### src/lpg_pkg.sv
// Package for the low-pass gate sample step block.
// Holds fixed field widths, Q1.15 constants and configuration register indexes.
// No dependencies.
package lpg_pkg;

    localparam int LEVEL_W    = 16;
    localparam int GAIN_W     = 16;
    localparam int HPC_W      = 15;
    localparam int QUOT_W     = 15;
    localparam int CFG_IDX_W  = 8;
    localparam int CFG_DATA_W = 16;

    localparam logic [LEVEL_W-1:0] ONE_Q15   = 16'd32768;
    localparam logic [LEVEL_W-1:0] TENTH_Q15 = 16'd3277;
    localparam logic [14:0]        HALF_Q15  = 15'd16384;
    localparam logic [HPC_W-1:0]   HPC_RESET = 15'd32440;

    localparam logic [CFG_IDX_W-1:0] CFG_FILTER_MODE     = 8'd0;
    localparam logic [CFG_IDX_W-1:0] CFG_HIGHPASS_ENABLE = 8'd1;
    localparam logic [CFG_IDX_W-1:0] CFG_GAIN_OFFSET     = 8'd2;
    localparam logic [CFG_IDX_W-1:0] CFG_HIGHPASS_COEFF  = 8'd3;

    typedef logic [LEVEL_W-1:0] t_level;
    typedef logic [GAIN_W-1:0]  t_gain;

endpackage

### src/lpg_in_if.sv
// Input channel of the low-pass gate: level and sample per item.
// Depends on lpg_pkg.
interface lpg_in_if #(
    parameter int SAMPLE_WIDTH = 16
);
    logic                           valid;
    logic                           ready;
    logic [lpg_pkg::LEVEL_W-1:0]    level;
    logic signed [SAMPLE_WIDTH-1:0] sample_in;

    modport source (output valid, output level, output sample_in, input ready);
    modport sink   (input valid, input level, input sample_in, output ready);
endinterface

### src/lpg_out_if.sv
// Output channel of the low-pass gate: processed sample and clip flag per item.
// No dependencies.
interface lpg_out_if #(
    parameter int SAMPLE_WIDTH = 16
);
    logic                           valid;
    logic                           ready;
    logic signed [SAMPLE_WIDTH-1:0] sample_out;
    logic                           clipped;

    modport source (output valid, output sample_out, output clipped, input ready);
    modport sink   (input valid, input sample_out, input clipped, output ready);
endinterface

### src/lpg_cfg_if.sv
// Configuration write channel of the low-pass gate: register index and data.
// Depends on lpg_pkg.
interface lpg_cfg_if;
    logic                           valid;
    logic                           ready;
    logic [lpg_pkg::CFG_IDX_W-1:0]  index;
    logic [lpg_pkg::CFG_DATA_W-1:0] data;

    modport source (output valid, output index, output data, input ready);
    modport sink   (input valid, input index, input data, output ready);
endinterface

### src/lpg_div.sv
// Serial restoring divider for the filter gain level*32768/(0.1+level), rounded.
// One quotient bit per cycle. Depends on lpg_pkg.
module lpg_div (
    input  logic                        i_clk,
    input  logic                        i_rst_n,
    input  logic                        i_start,
    input  logic [lpg_pkg::LEVEL_W-1:0] i_level,
    output logic                        o_done,
    output logic [lpg_pkg::QUOT_W-1:0]  o_quot
);
    logic [lpg_pkg::LEVEL_W-1:0] r_den, n_den;
    logic [lpg_pkg::LEVEL_W-1:0] r_rem, n_rem;
    logic [lpg_pkg::QUOT_W-1:0]  r_num, n_num;
    logic [lpg_pkg::QUOT_W-1:0]  r_quot, n_quot;
    logic [3:0]                  r_cnt, n_cnt;
    logic                        r_busy, n_busy;
    logic                        r_done, n_done;
    logic [lpg_pkg::LEVEL_W:0]   w_trial;
    logic [lpg_pkg::LEVEL_W:0]   w_diff;
    logic                        w_ge;
    logic [lpg_pkg::LEVEL_W-1:0] w_den_start;

    assign w_den_start = lpg_pkg::TENTH_Q15 + i_level;
    assign w_trial     = {r_rem, r_num[lpg_pkg::QUOT_W-1]};
    assign w_ge        = (w_trial >= {1'b0, r_den});
    assign w_diff      = w_trial - {1'b0, r_den};

    always_comb begin
        n_den  = r_den;
        n_rem  = r_rem;
        n_num  = r_num;
        n_quot = r_quot;
        n_cnt  = r_cnt;
        n_busy = r_busy;
        n_done = 1'b0;
        if (i_start) begin
            n_den  = w_den_start;
            n_rem  = i_level;
            n_num  = w_den_start[lpg_pkg::LEVEL_W-1:1];
            n_quot = '0;
            n_cnt  = '0;
            n_busy = 1'b1;
        end else if (r_busy) begin
            n_rem  = w_ge ? w_diff[lpg_pkg::LEVEL_W-1:0] : w_trial[lpg_pkg::LEVEL_W-1:0];
            n_quot = {r_quot[lpg_pkg::QUOT_W-2:0], w_ge};
            n_num  = {r_num[lpg_pkg::QUOT_W-2:0], 1'b0};
            n_cnt  = r_cnt + 4'd1;
            if (r_cnt == 4'(lpg_pkg::QUOT_W - 1)) begin
                n_busy = 1'b0;
                n_done = 1'b1;
            end
        end
    end

    always_ff @(posedge i_clk) begin
        if (!i_rst_n) begin
            r_busy <= 1'b0;
            r_done <= 1'b0;
            r_cnt  <= '0;
        end else begin
            r_busy <= n_busy;
            r_done <= n_done;
            r_cnt  <= n_cnt;
        end
    end

    always_ff @(posedge i_clk) begin
        r_den  <= n_den;
        r_rem  <= n_rem;
        r_num  <= n_num;
        r_quot <= n_quot;
    end

    assign o_done = r_done;
    assign o_quot = r_quot;
endmodule

### src/lpg_mul.sv
// Shared multiplier: unsigned Q.15 factor times signed state operand, registered product.
// Depends on lpg_pkg.
module lpg_mul #(
    parameter int BW = 26
) (
    input  logic                       i_clk,
    input  logic                       i_en,
    input  logic [lpg_pkg::GAIN_W-1:0] i_a,
    input  logic signed [BW-1:0]       i_b,
    output logic signed [BW+lpg_pkg::GAIN_W:0] o_prod
);
    logic signed [BW+lpg_pkg::GAIN_W:0] r_prod;

    always_ff @(posedge i_clk) begin
        if (i_en) begin
            r_prod <= $signed({1'b0, i_a}) * i_b;
        end
    end

    assign o_prod = r_prod;
endmodule

### src/low_pass_gate_sample_step.sv
// Low-pass gate, one audio sample per item: level-driven one-pole low-pass, level gain,
// optional one-pole high-pass, saturation to the state range.
// Depends on lpg_pkg, lpg_in_if, lpg_out_if, lpg_cfg_if, lpg_div and lpg_mul.
//
// An item passes the divide step S_DIV (filter mode only), then the multiply and round-and-add
// steps S_M1/S_A1, S_M2/S_A2 and, with the high-pass on, S_M3/S_A3, to S_DONE. In filter mode
// the serial divider yields one quotient bit per cycle; the rest is the single shared multiplier,
// used for the low-pass step, the gain and the high-pass feedback in turn, each followed by a
// round and add step. S_DONE waits while the output register holds an untaken result. A new
// item is taken once the previous one has moved into the output register, even if that result
// has not yet been taken. Configuration writes are always ready.
module low_pass_gate_sample_step #(
    parameter int SAMPLE_WIDTH = 16,
    parameter int STATE_WIDTH  = 24
) (
    input  logic  i_clk,
    input  logic  i_rst_n,
    lpg_in_if.sink    i_in,
    lpg_out_if.source o_out,
    lpg_cfg_if.sink   i_cfg
);
    localparam int SW = SAMPLE_WIDTH;
    localparam int ST = STATE_WIDTH;
    localparam int BW = ST + 2;
    localparam int PW = BW + lpg_pkg::GAIN_W + 1;
    localparam int RW = PW - 15;

    localparam logic [3:0] S_IDLE = 4'd0;
    localparam logic [3:0] S_DIV  = 4'd1;
    localparam logic [3:0] S_M1   = 4'd2;
    localparam logic [3:0] S_A1   = 4'd3;
    localparam logic [3:0] S_M2   = 4'd4;
    localparam logic [3:0] S_A2   = 4'd5;
    localparam logic [3:0] S_M3   = 4'd6;
    localparam logic [3:0] S_A3   = 4'd7;
    localparam logic [3:0] S_DONE = 4'd8;

    logic [3:0] r_state, n_state;

    logic                        r_filter_mode;
    logic                        r_hp_enable;
    logic [lpg_pkg::GAIN_W-1:0]  r_gain_offset;
    logic [lpg_pkg::HPC_W-1:0]   r_hp_coeff;

    logic signed [ST-1:0]        r_last_lp, n_last_lp;
    logic signed [ST-1:0]        r_last_out, n_last_out;
    logic signed [ST-1:0]        r_x, n_x;
    lpg_pkg::t_level             r_coef, n_coef;
    lpg_pkg::t_gain              r_gain, n_gain;
    logic signed [BW-1:0]        r_lp1, n_lp1;
    logic signed [ST-1:0]        r_lp, n_lp;
    logic signed [ST-1:0]        r_hp, n_hp;
    logic                        r_clip, n_clip;

    logic                        r_out_valid, n_out_valid;
    logic signed [SW-1:0]        r_out_sample, n_out_sample;
    logic                        r_out_clip, n_out_clip;

    logic                        w_in_acc;
    lpg_pkg::t_level             w_level;
    lpg_pkg::t_gain              w_offset;
    logic [lpg_pkg::LEVEL_W:0]   w_gate_sum;
    logic signed [ST-1:0]        w_x_in;
    logic signed [SW-1:0]        w_hp_out;

    logic                        w_div_start;
    logic                        w_div_done;
    logic [lpg_pkg::QUOT_W-1:0]  w_quot;

    logic                        w_mul_en;
    logic [lpg_pkg::GAIN_W-1:0]  w_mul_a;
    logic signed [BW-1:0]        w_mul_b;
    logic signed [PW-1:0]        w_prod;
    logic signed [PW-1:0]        w_psum;
    logic signed [RW-1:0]        w_rnd;
    logic signed [RW-1:0]        w_hi;
    logic signed [RW-1:0]        w_lo;
    logic signed [RW-1:0]        w_hp_sum;

    // Sample <-> state format conversion
    generate
        if (ST > SW) begin : g_up
            assign w_x_in   = {i_in.sample_in, {(ST-SW){1'b0}}};
            assign w_hp_out = r_hp[ST-1:ST-SW];
        end else if (ST == SW) begin : g_same
            assign w_x_in   = i_in.sample_in;
            assign w_hp_out = r_hp;
        end else begin : g_down
            assign w_x_in   = i_in.sample_in[SW-1:SW-ST];
            assign w_hp_out = {r_hp, {(SW-ST){1'b0}}};
        end
    endgenerate

    assign w_in_acc   = i_in.valid && i_in.ready;
    assign w_level    = (i_in.level > lpg_pkg::ONE_Q15) ? lpg_pkg::ONE_Q15 : i_in.level;
    assign w_offset   = (r_gain_offset > lpg_pkg::ONE_Q15) ? lpg_pkg::ONE_Q15 : r_gain_offset;
    assign w_gate_sum = {1'b0, lpg_pkg::ONE_Q15} + {1'b0, w_level};
    assign w_div_start = w_in_acc && r_filter_mode;

    lpg_div u_div (
        .i_clk   (i_clk),
        .i_rst_n (i_rst_n),
        .i_start (w_div_start),
        .i_level (w_level),
        .o_done  (w_div_done),
        .o_quot  (w_quot)
    );

    always_comb begin
        w_mul_en = 1'b0;
        w_mul_a  = r_coef;
        w_mul_b  = BW'(r_x) - BW'(r_last_lp);
        case (r_state)
            S_M1: begin
                w_mul_en = 1'b1;
            end
            S_M2: begin
                w_mul_en = 1'b1;
                w_mul_a  = r_gain;
                w_mul_b  = r_lp1;
            end
            S_M3: begin
                w_mul_en = 1'b1;
                w_mul_a  = lpg_pkg::GAIN_W'(r_hp_coeff);
                w_mul_b  = BW'(r_last_out);
            end
            default: begin
                w_mul_en = 1'b0;
            end
        endcase
    end

    lpg_mul #(.BW(BW)) u_mul (
        .i_clk  (i_clk),
        .i_en   (w_mul_en),
        .i_a    (w_mul_a),
        .i_b    (w_mul_b),
        .o_prod (w_prod)
    );

    // Round half up, then saturate bounds of the state range
    assign w_psum   = w_prod + $signed({{(PW-15){1'b0}}, lpg_pkg::HALF_Q15});
    assign w_rnd    = w_psum[PW-1:15];
    assign w_hi     = {{(RW-ST+1){1'b0}}, {(ST-1){1'b1}}};
    assign w_lo     = ~w_hi;
    assign w_hp_sum = RW'(r_lp) - RW'(r_last_lp) + w_rnd;

    always_comb begin
        n_state      = r_state;
        n_x          = r_x;
        n_coef       = r_coef;
        n_gain       = r_gain;
        n_lp1        = r_lp1;
        n_lp         = r_lp;
        n_hp         = r_hp;
        n_clip       = r_clip;
        n_last_lp    = r_last_lp;
        n_last_out   = r_last_out;
        n_out_valid  = r_out_valid;
        n_out_sample = r_out_sample;
        n_out_clip   = r_out_clip;
        if (o_out.valid && o_out.ready) begin
            n_out_valid = 1'b0;
        end
        case (r_state)
            S_IDLE: begin
                if (w_in_acc) begin
                    n_x    = w_x_in;
                    n_clip = 1'b0;
                    if (r_filter_mode) begin
                        n_coef  = w_level;
                        n_gain  = '0;
                        n_state = S_DIV;
                    end else begin
                        n_coef  = w_gate_sum[lpg_pkg::LEVEL_W:1];
                        n_gain  = w_level;
                        n_state = S_M1;
                    end
                end
            end
            S_DIV: begin
                if (w_div_done) begin
                    n_gain  = lpg_pkg::GAIN_W'(w_quot) + w_offset;
                    n_state = S_M1;
                end
            end
            S_M1: begin
                n_state = S_A1;
            end
            S_A1: begin
                n_lp1   = BW'(r_last_lp) + w_rnd[BW-1:0];
                n_state = S_M2;
            end
            S_M2: begin
                n_state = S_A2;
            end
            S_A2: begin
                if (w_rnd > w_hi) begin
                    n_lp   = w_hi[ST-1:0];
                    n_clip = 1'b1;
                end else if (w_rnd < w_lo) begin
                    n_lp   = w_lo[ST-1:0];
                    n_clip = 1'b1;
                end else begin
                    n_lp = w_rnd[ST-1:0];
                end
                if (r_hp_enable) begin
                    n_state = S_M3;
                end else begin
                    n_hp    = n_lp;
                    n_state = S_DONE;
                end
            end
            S_M3: begin
                n_state = S_A3;
            end
            S_A3: begin
                if (w_hp_sum > w_hi) begin
                    n_hp   = w_hi[ST-1:0];
                    n_clip = 1'b1;
                end else if (w_hp_sum < w_lo) begin
                    n_hp   = w_lo[ST-1:0];
                    n_clip = 1'b1;
                end else begin
                    n_hp = w_hp_sum[ST-1:0];
                end
                n_state = S_DONE;
            end
            S_DONE: begin
                if (!r_out_valid || o_out.ready) begin
                    n_out_valid  = 1'b1;
                    n_out_sample = w_hp_out;
                    n_out_clip   = r_clip;
                    n_last_lp    = r_lp;
                    n_last_out   = r_hp;
                    n_state      = S_IDLE;
                end
            end
            default: begin
                n_state = S_IDLE;
            end
        endcase
    end

    always_ff @(posedge i_clk) begin
        if (!i_rst_n) begin
            r_state       <= S_IDLE;
            r_out_valid   <= 1'b0;
            r_last_lp     <= '0;
            r_last_out    <= '0;
            r_filter_mode <= 1'b0;
            r_hp_enable   <= 1'b0;
            r_gain_offset <= '0;
            r_hp_coeff    <= lpg_pkg::HPC_RESET;
        end else begin
            r_state     <= n_state;
            r_out_valid <= n_out_valid;
            r_last_lp   <= n_last_lp;
            r_last_out  <= n_last_out;
            if (i_cfg.valid && i_cfg.ready) begin
                case (i_cfg.index)
                    lpg_pkg::CFG_FILTER_MODE:     r_filter_mode <= i_cfg.data[0];
                    lpg_pkg::CFG_HIGHPASS_ENABLE: r_hp_enable   <= i_cfg.data[0];
                    lpg_pkg::CFG_GAIN_OFFSET:     r_gain_offset <= i_cfg.data;
                    lpg_pkg::CFG_HIGHPASS_COEFF:  r_hp_coeff    <= i_cfg.data[lpg_pkg::HPC_W-1:0];
                    default: begin
                    end
                endcase
            end
        end
    end

    always_ff @(posedge i_clk) begin
        r_x          <= n_x;
        r_coef       <= n_coef;
        r_gain       <= n_gain;
        r_lp1        <= n_lp1;
        r_lp         <= n_lp;
        r_hp         <= n_hp;
        r_clip       <= n_clip;
        r_out_sample <= n_out_sample;
        r_out_clip   <= n_out_clip;
    end

    assign i_in.ready       = (r_state == S_IDLE);
    assign i_cfg.ready      = 1'b1;
    assign o_out.valid      = r_out_valid;
    assign o_out.sample_out = r_out_sample;
    assign o_out.clipped    = r_out_clip;

    a_busy_after_accept: assert property (@(posedge i_clk) disable iff (!i_rst_n)
        w_in_acc |=> !i_in.ready)
        else $error("input ready while an item is in work");

    a_div_done_in_div: assert property (@(posedge i_clk) disable iff (!i_rst_n)
        w_div_done |-> (r_state == S_DIV))
        else $error("divider finished outside the divide step");

    a_result_from_done: assert property (@(posedge i_clk) disable iff (!i_rst_n)
        $rose(o_out.valid) |-> ($past(r_state) == S_DONE))
        else $error("result appeared without a finished item");

endmodule
### src/flat_wrapper.sv
// flat-port wrapper written by rule: the top's interface ports become plain ports
module low_pass_gate_sample_step_flat 
#(
    parameter int SAMPLE_WIDTH = 16,
    parameter int STATE_WIDTH  = 24
)
  (i_clk, i_rst_n, i_in_valid, i_in_level, i_in_sample_in, i_in_ready, o_out_valid, o_out_sample_out, o_out_clipped, o_out_ready, i_cfg_valid, i_cfg_index, i_cfg_data, i_cfg_ready);
  lpg_in_if #(.SAMPLE_WIDTH(SAMPLE_WIDTH)) i_in_i ();
  lpg_out_if #(.SAMPLE_WIDTH(SAMPLE_WIDTH)) o_out_i ();
  lpg_cfg_if i_cfg_i ();
  input  logic i_clk;
  input  logic i_rst_n;
  input wire logic [$bits(i_in_i.valid)-1:0] i_in_valid;
  input wire logic [$bits(i_in_i.level)-1:0] i_in_level;
  input wire logic [$bits(i_in_i.sample_in)-1:0] i_in_sample_in;
  output wire logic [$bits(i_in_i.ready)-1:0] i_in_ready;
  output wire logic [$bits(o_out_i.valid)-1:0] o_out_valid;
  output wire logic [$bits(o_out_i.sample_out)-1:0] o_out_sample_out;
  output wire logic [$bits(o_out_i.clipped)-1:0] o_out_clipped;
  input wire logic [$bits(o_out_i.ready)-1:0] o_out_ready;
  input wire logic [$bits(i_cfg_i.valid)-1:0] i_cfg_valid;
  input wire logic [$bits(i_cfg_i.index)-1:0] i_cfg_index;
  input wire logic [$bits(i_cfg_i.data)-1:0] i_cfg_data;
  output wire logic [$bits(i_cfg_i.ready)-1:0] i_cfg_ready;
  assign i_in_i.valid = i_in_valid;
  assign i_in_i.level = i_in_level;
  assign i_in_i.sample_in = i_in_sample_in;
  assign i_in_ready = i_in_i.ready;
  assign o_out_valid = o_out_i.valid;
  assign o_out_sample_out = o_out_i.sample_out;
  assign o_out_clipped = o_out_i.clipped;
  assign o_out_i.ready = o_out_ready;
  assign i_cfg_i.valid = i_cfg_valid;
  assign i_cfg_i.index = i_cfg_index;
  assign i_cfg_i.data = i_cfg_data;
  assign i_cfg_ready = i_cfg_i.ready;
  low_pass_gate_sample_step #(.SAMPLE_WIDTH(SAMPLE_WIDTH), .STATE_WIDTH(STATE_WIDTH)) u_core (.i_clk(i_clk), .i_rst_n(i_rst_n), .i_in(i_in_i), .o_out(o_out_i), .i_cfg(i_cfg_i));
endmodule
### config.mk
export PLATFORM = sky130hd
export DESIGN_NAME = low_pass_gate_sample_step_flat
export DESIGN_NICKNAME = d
export VERILOG_FILES = /design/src/lpg_pkg.sv /design/src/lpg_in_if.sv /design/src/lpg_out_if.sv /design/src/lpg_cfg_if.sv /design/src/lpg_div.sv /design/src/lpg_mul.sv /design/src/low_pass_gate_sample_step.sv /design/src/flat_wrapper.sv
export SDC_FILE = /design/constraint.sdc
export NUM_CORES = 2
export LEC_CHECK = 0
export BUFFER_PORTS_ARGS = -buffer_cell sky130_fd_sc_hd__buf_2
export CAP_MARGIN = 0
export CORE_MARGIN = 2
export CORE_UTILIZATION = 55
export CTS_CLUSTER_SIZE = 24
export DETAILED_ROUTE_END_ITERATION = 8
export PLACE_DENSITY = 0.71
export SLEW_MARGIN = 20
export SYNTH_ARGS = -nofsm -noshare
export SYNTH_HDL_FRONTEND = slang
export SYNTH_HIERARCHICAL = 1
export SYNTH_SLANG_ARGS = --single-unit
### constraint.sdc
create_clock -name i_clk -period 14.2 [get_ports i_clk]
set_input_delay 2.13 -clock i_clk [delete_from_list [all_inputs] [get_ports i_clk]]
set_output_delay 2.13 -clock i_clk [all_outputs]
set_load 0.01 [all_outputs]
Word level (Yosys, flattened, before mapping):

Cells that the tools add are included.

* $add $sub $neg: 10
* $mul: 1
* order comparisons: 7
* equal/unequal tests: 18
* muxes and demuxes: 40
* bitwise gates (word level): 2
* reductions and logical operators: 24

Operators with widths (number)
* $mux W16: 9
* $mux W24: 5
* $pmux W16 S2: 2
* $gt A28 B24 Y1 const B: 2
* $lt A28 B24 Y1 const B: 2
* $pmux W26 S2: 1
* $sub A24 B24 Y25: 2
* $pmux W24 S2: 1
* $add A43 B16 Y43 const B: 1
* $mul A17 B26 Y43: 1
* $pmux W4 S9: 1
* $gt A16 B16 Y1 const B: 2
* $mux W15: 2
* $add A28 B28 Y28: 1
* $add A26 B26 Y26: 1
* $add A16 B16 Y17 const A: 1
* $ge A17 B16 Y1: 1
* $add A12 B16 Y16 const A: 1
* $add A15 B16 Y16: 1
* $eq A4 B3 Y1 const B: 4
* $eq A8 B2 Y1 const B: 2
* $mux W4: 4
* $sub A16 B16 Y16: 1
* $reduce_and A2 Y1: 7
* other kinds (23): 47

* flip-flop bits (word level): 337
* input bits: 61
* output and inout bits: 20
* word-level logic and storage cells: 127

Depth between registers and ports, before layout:

* word-level depth: 6
* mapped depth: 36
* depth with buffers taken out: 34

Modules after synthesis:

The synthesis kept the hierarchy.

Modules (own cells, without submodules)
* lpg_mul: instances 1, cells an instance 1819, area each 16673.5 um^2, sequential area each 1291.2 um^2
* low_pass_gate_sample_step: instances 1, cells an instance 1652, area each 15003.1 um^2, sequential area each 5925.7 um^2
* lpg_div: instances 1, cells an instance 366, area each 3868.7 um^2, sequential area each 1831.8 um^2

Worst setup path before layout:

No wires, ideal clock.

* path kind: flip-flop to flip-flop
* start point: reg u_core.r_last_lp[8]
* end point: reg u_core.u_mul.r_prod (netlist bit u_core/u_mul/o_prod[38]) (data pin)
* library setup time: 260 ps
* arrival: 8110 ps
* required time: 13940 ps
* slack: 5830 ps
* cell stages (with the launch flop): 32
* buffers on the path: 1
* clock period less this slack: 8370 ps
* cells stage by stage: dfxtp_1 -> inv_1 -> ha_1 -> nor4b_1 -> a311oi_1 -> o211a_1 -> o41ai_1 -> a211oi_1 -> o21bai_1 -> a21oi_1 -> xor2_1 -> o21ai_1 -> clkbuf_1 -> nand2_1 -> fa_1 -> fa_1 -> inv_1 -> fa_1 -> inv_1 -> fa_1 -> fa_1 -> fa_1 -> inv_1 -> ha_1 -> and4_4 -> and4_1 -> nand4_1 -> or2_0 -> o211a_1 -> a21o_1 -> and2_4 -> xnor2_1

* cells in the longest elaborated chain, start to end: 3

RTL lines
* start, declared: line low_pass_gate_sample_step.sv:45 `logic signed [ST-1:0] r_last_lp, n_last_lp;`
* start signal, assigned: line low_pass_gate_sample_step.sv:258 `r_last_lp <= n_last_lp;`
* $sub A24 B24 Y25: line low_pass_gate_sample_step.sv:112 `w_mul_b = BW'(r_x) - BW'(r_last_lp);`
* $pmux W26 S2: line low_pass_gate_sample_step.sv:113 `case (r_state)`
* named net u_core.w_mul_b[23]: line low_pass_gate_sample_step.sv:72 `logic signed [BW-1:0] w_mul_b;`
* $mul A17 B26 Y43: line lpg_mul.sv:16 `r_prod <= $signed({1'b0, i_a}) * i_b;`
* end signal, assigned: line lpg_mul.sv:16
* end, declared: line lpg_mul.sv:12 `logic signed [BW+lpg_pkg::GAIN_W:0] r_prod;`

The timed path passes the listed nets, and every way through them passes these cells.
A chain may end at the register's enable or synchronous reset.

Worst setup path after layout:

Same ends and word-level chain as after synthesis.

==> qor.yml <==
track_usage: 0.2680
grt_pass1_vias: 26780
fillers: 5437
critPathCaptureType: "register"
grt_max_degree: 90
dieHeight_um: 256.3
rows: 92
wl_per_cell_um: 18.33
detail-route-antenna-nets: 0
multi_input_area_um2: 23410
design.portCount: 81
drtIter0Drc: 2031
gp_congestion: 0.9138
h-tree-depth: 2
overflow: 0
path_max_fanout: 16
numCtsBuffers: 36
relSlewSlack: 0.2596
globalRouteMet1Util: 0.3339
via_per_inst: 5.577
setup_viol: 0
syn_area_um2: 35020
nets: 4527
avgSynthCellArea_um2: 9.198
rsz0062_at_grt: "no"
routed_wl_um: 86130
antenna_found_initial: 8
worstSkewPairLatency_ps: 540
synth_fp_nets: 4514
worst_slew_pin_slew_ps: 1108
cp_top_family: "adder cells"
dp_hpwl_um: 64820
grt_util_met3: 0.03845
cts.clk_slew.worst_paths_ps: 60
path_buf_inv: 6
die-area_um2: 65700
finalHoldViolCount: 0
crit_path_start_kind: "register"
syn_to_final_growth_pct: 7.350
drive_gt1_frac: 0.07302
clockBufferDepth: 3
min_path_type: "register to register"
post-route-period-util: 0.6491
drc_errors: 0
ctsHoldBuffers: 0
seqCellArea_um2: 8630
grt_busiest_layer: "met2"
cp_slowest_cell: "fa_1"
vias: 26200
worst_clock_skew_ps: 22.79
critPathKind: "register to register"
cts_sinks: 323
core_area_um2: 62970
fmax_mhz: 108.5
grt_pass1_wl_um: 139700
slew_viol_final: 0
setup-tns-final_ps: 0
path_common_cell: "fa_1"
gr-usage-met2: 0.4608
postCtsResizedCells: 0
status: "finished, final reports clean"
cts_tree: "built"
die_w_um: 256.3
start_util: 0.5561
postCtsSetupRepairBufs: 0
cap_violations: 0
crit_required_ps: 14480
cts_root_buf: "clkbuf_16"
portBuffers: 79
finalCriticalPeriod_ps: 9217
ys_warn_count: 6
first_pass_iters: 7
cp.arrival_ps: 9500
cp_slowest_stage_delay_ps: 640
synthCells: 3807
==> state kept, by name, summed over array words and instances (netlist names), 4 cells and up <==
| register | count |
|---|---|
| u_core/u_mul/o_prod | 29 |
| u_core/r_lp1 | 26 |
| u_core/r_hp | 24 |
| u_core/r_last_lp | 24 |
| u_core/r_last_out | 24 |
| u_core/r_lp | 24 |
| u_core/o_out.sample_out | 16 |
| u_core/r_coef | 16 |
| u_core/r_gain | 16 |
| u_core/r_gain_offset | 16 |
| u_core/r_x | 16 |
| u_core/u_div/r_den | 16 |
| u_core/u_div/r_rem | 16 |
| u_core/r_hp_coeff | 15 |
| u_core/u_div/o_quot | 15 |
| u_core/u_div/r_num | 15 |
| u_core/r_state | 4 |
| u_core/u_div/r_cnt | 4 |
==> path summary, 6_finish.rpt <==
path	from	endpoint	slack, ps	depth (start not counted)
min	u_core/r_clip	u_core/o_out.clipped	430	0
min reg2reg	u_core/r_clip	u_core/o_out.clipped	430	0
max	u_core/r_last_lp[8]	u_core/u_mul/o_prod[38]	4980	32
max reg2reg	u_core/r_last_lp[8]	u_core/u_mul/o_prod[38]	4980	32
==> routing by layer <==
metal / up-vias / routed length (um)
li1: 12330 / -
met1: 12830 / 34550
met3: 228 / 4875
met2: 814 / 42370
met5: - / 66
met4: 10 / 4269
==> placed cells by master (no fill, tap or decap), types with 68 or more instances in the layout <==
master,n
o21ai_0,100
xnor2_1,96
dfxtp_1,106
a21oi_1,126
nor2_1,125
buf_2,79
inv_1,670
ha_1,211
and2_1,186
edfxtp_1,216
xor2_1,68
fa_1,435
nand2_1,565
==> worst reg2reg max path, delay by kind of cell, from the launching register on <==
family / cells / cell delay [ps]
adder cells (fa/ha/maj): 8 / 3990
AO/OA/AOI/OAI: 10 / 2170
AND/OR/NAND/NOR: 7 / 1720
buffers and inverters: 6 / 580
flip-flops: 1 / 410
XOR/XNOR: 1 / 110
==> through the flow <==
| stage | std cells | hold WS, ps | setup WS [ps] | utilization | instance area, um^2 |
|---|---|---|---|---|---|
| 4_1_cts | 4694 | 421.9 | 5030 | 0.5968 | 37580 |
| 3_3_place_gp | 4628 | 418.1 | 5192 | 0.5788 | 36440 |
| 5_1_grt | 4694 | 431.9 | 4364 | 0.5968 | 37580 |
| 3_5_place_dp | 4628 | 407.9 | 5090 | 0.5788 | 36440 |
| 6_report | 4698 | 429.9 | 4983 | 0.5970 | 37590 |
| 2_1_floorplan | 3807 | 400.3 | 5830 | - | 35020 |
==> area by class of cell <==
cell class | count | share of cell area
diodes | 4 | 0.0002663
clock buffers | 44 | 0.02630
clock inverters | 22 | 0.003928
inverters | 671 | 0.06700
multi-input cells | 2651 | 0.6227
flip-flops and latches | 323 | 0.2296
well taps | 846 | 0.02816
repair buffers | 137 | 0.02210
Power is left out: the tool's default activity adds up to more than one toggle a clock period on the data nets, which glitch-free logic cannot reach.
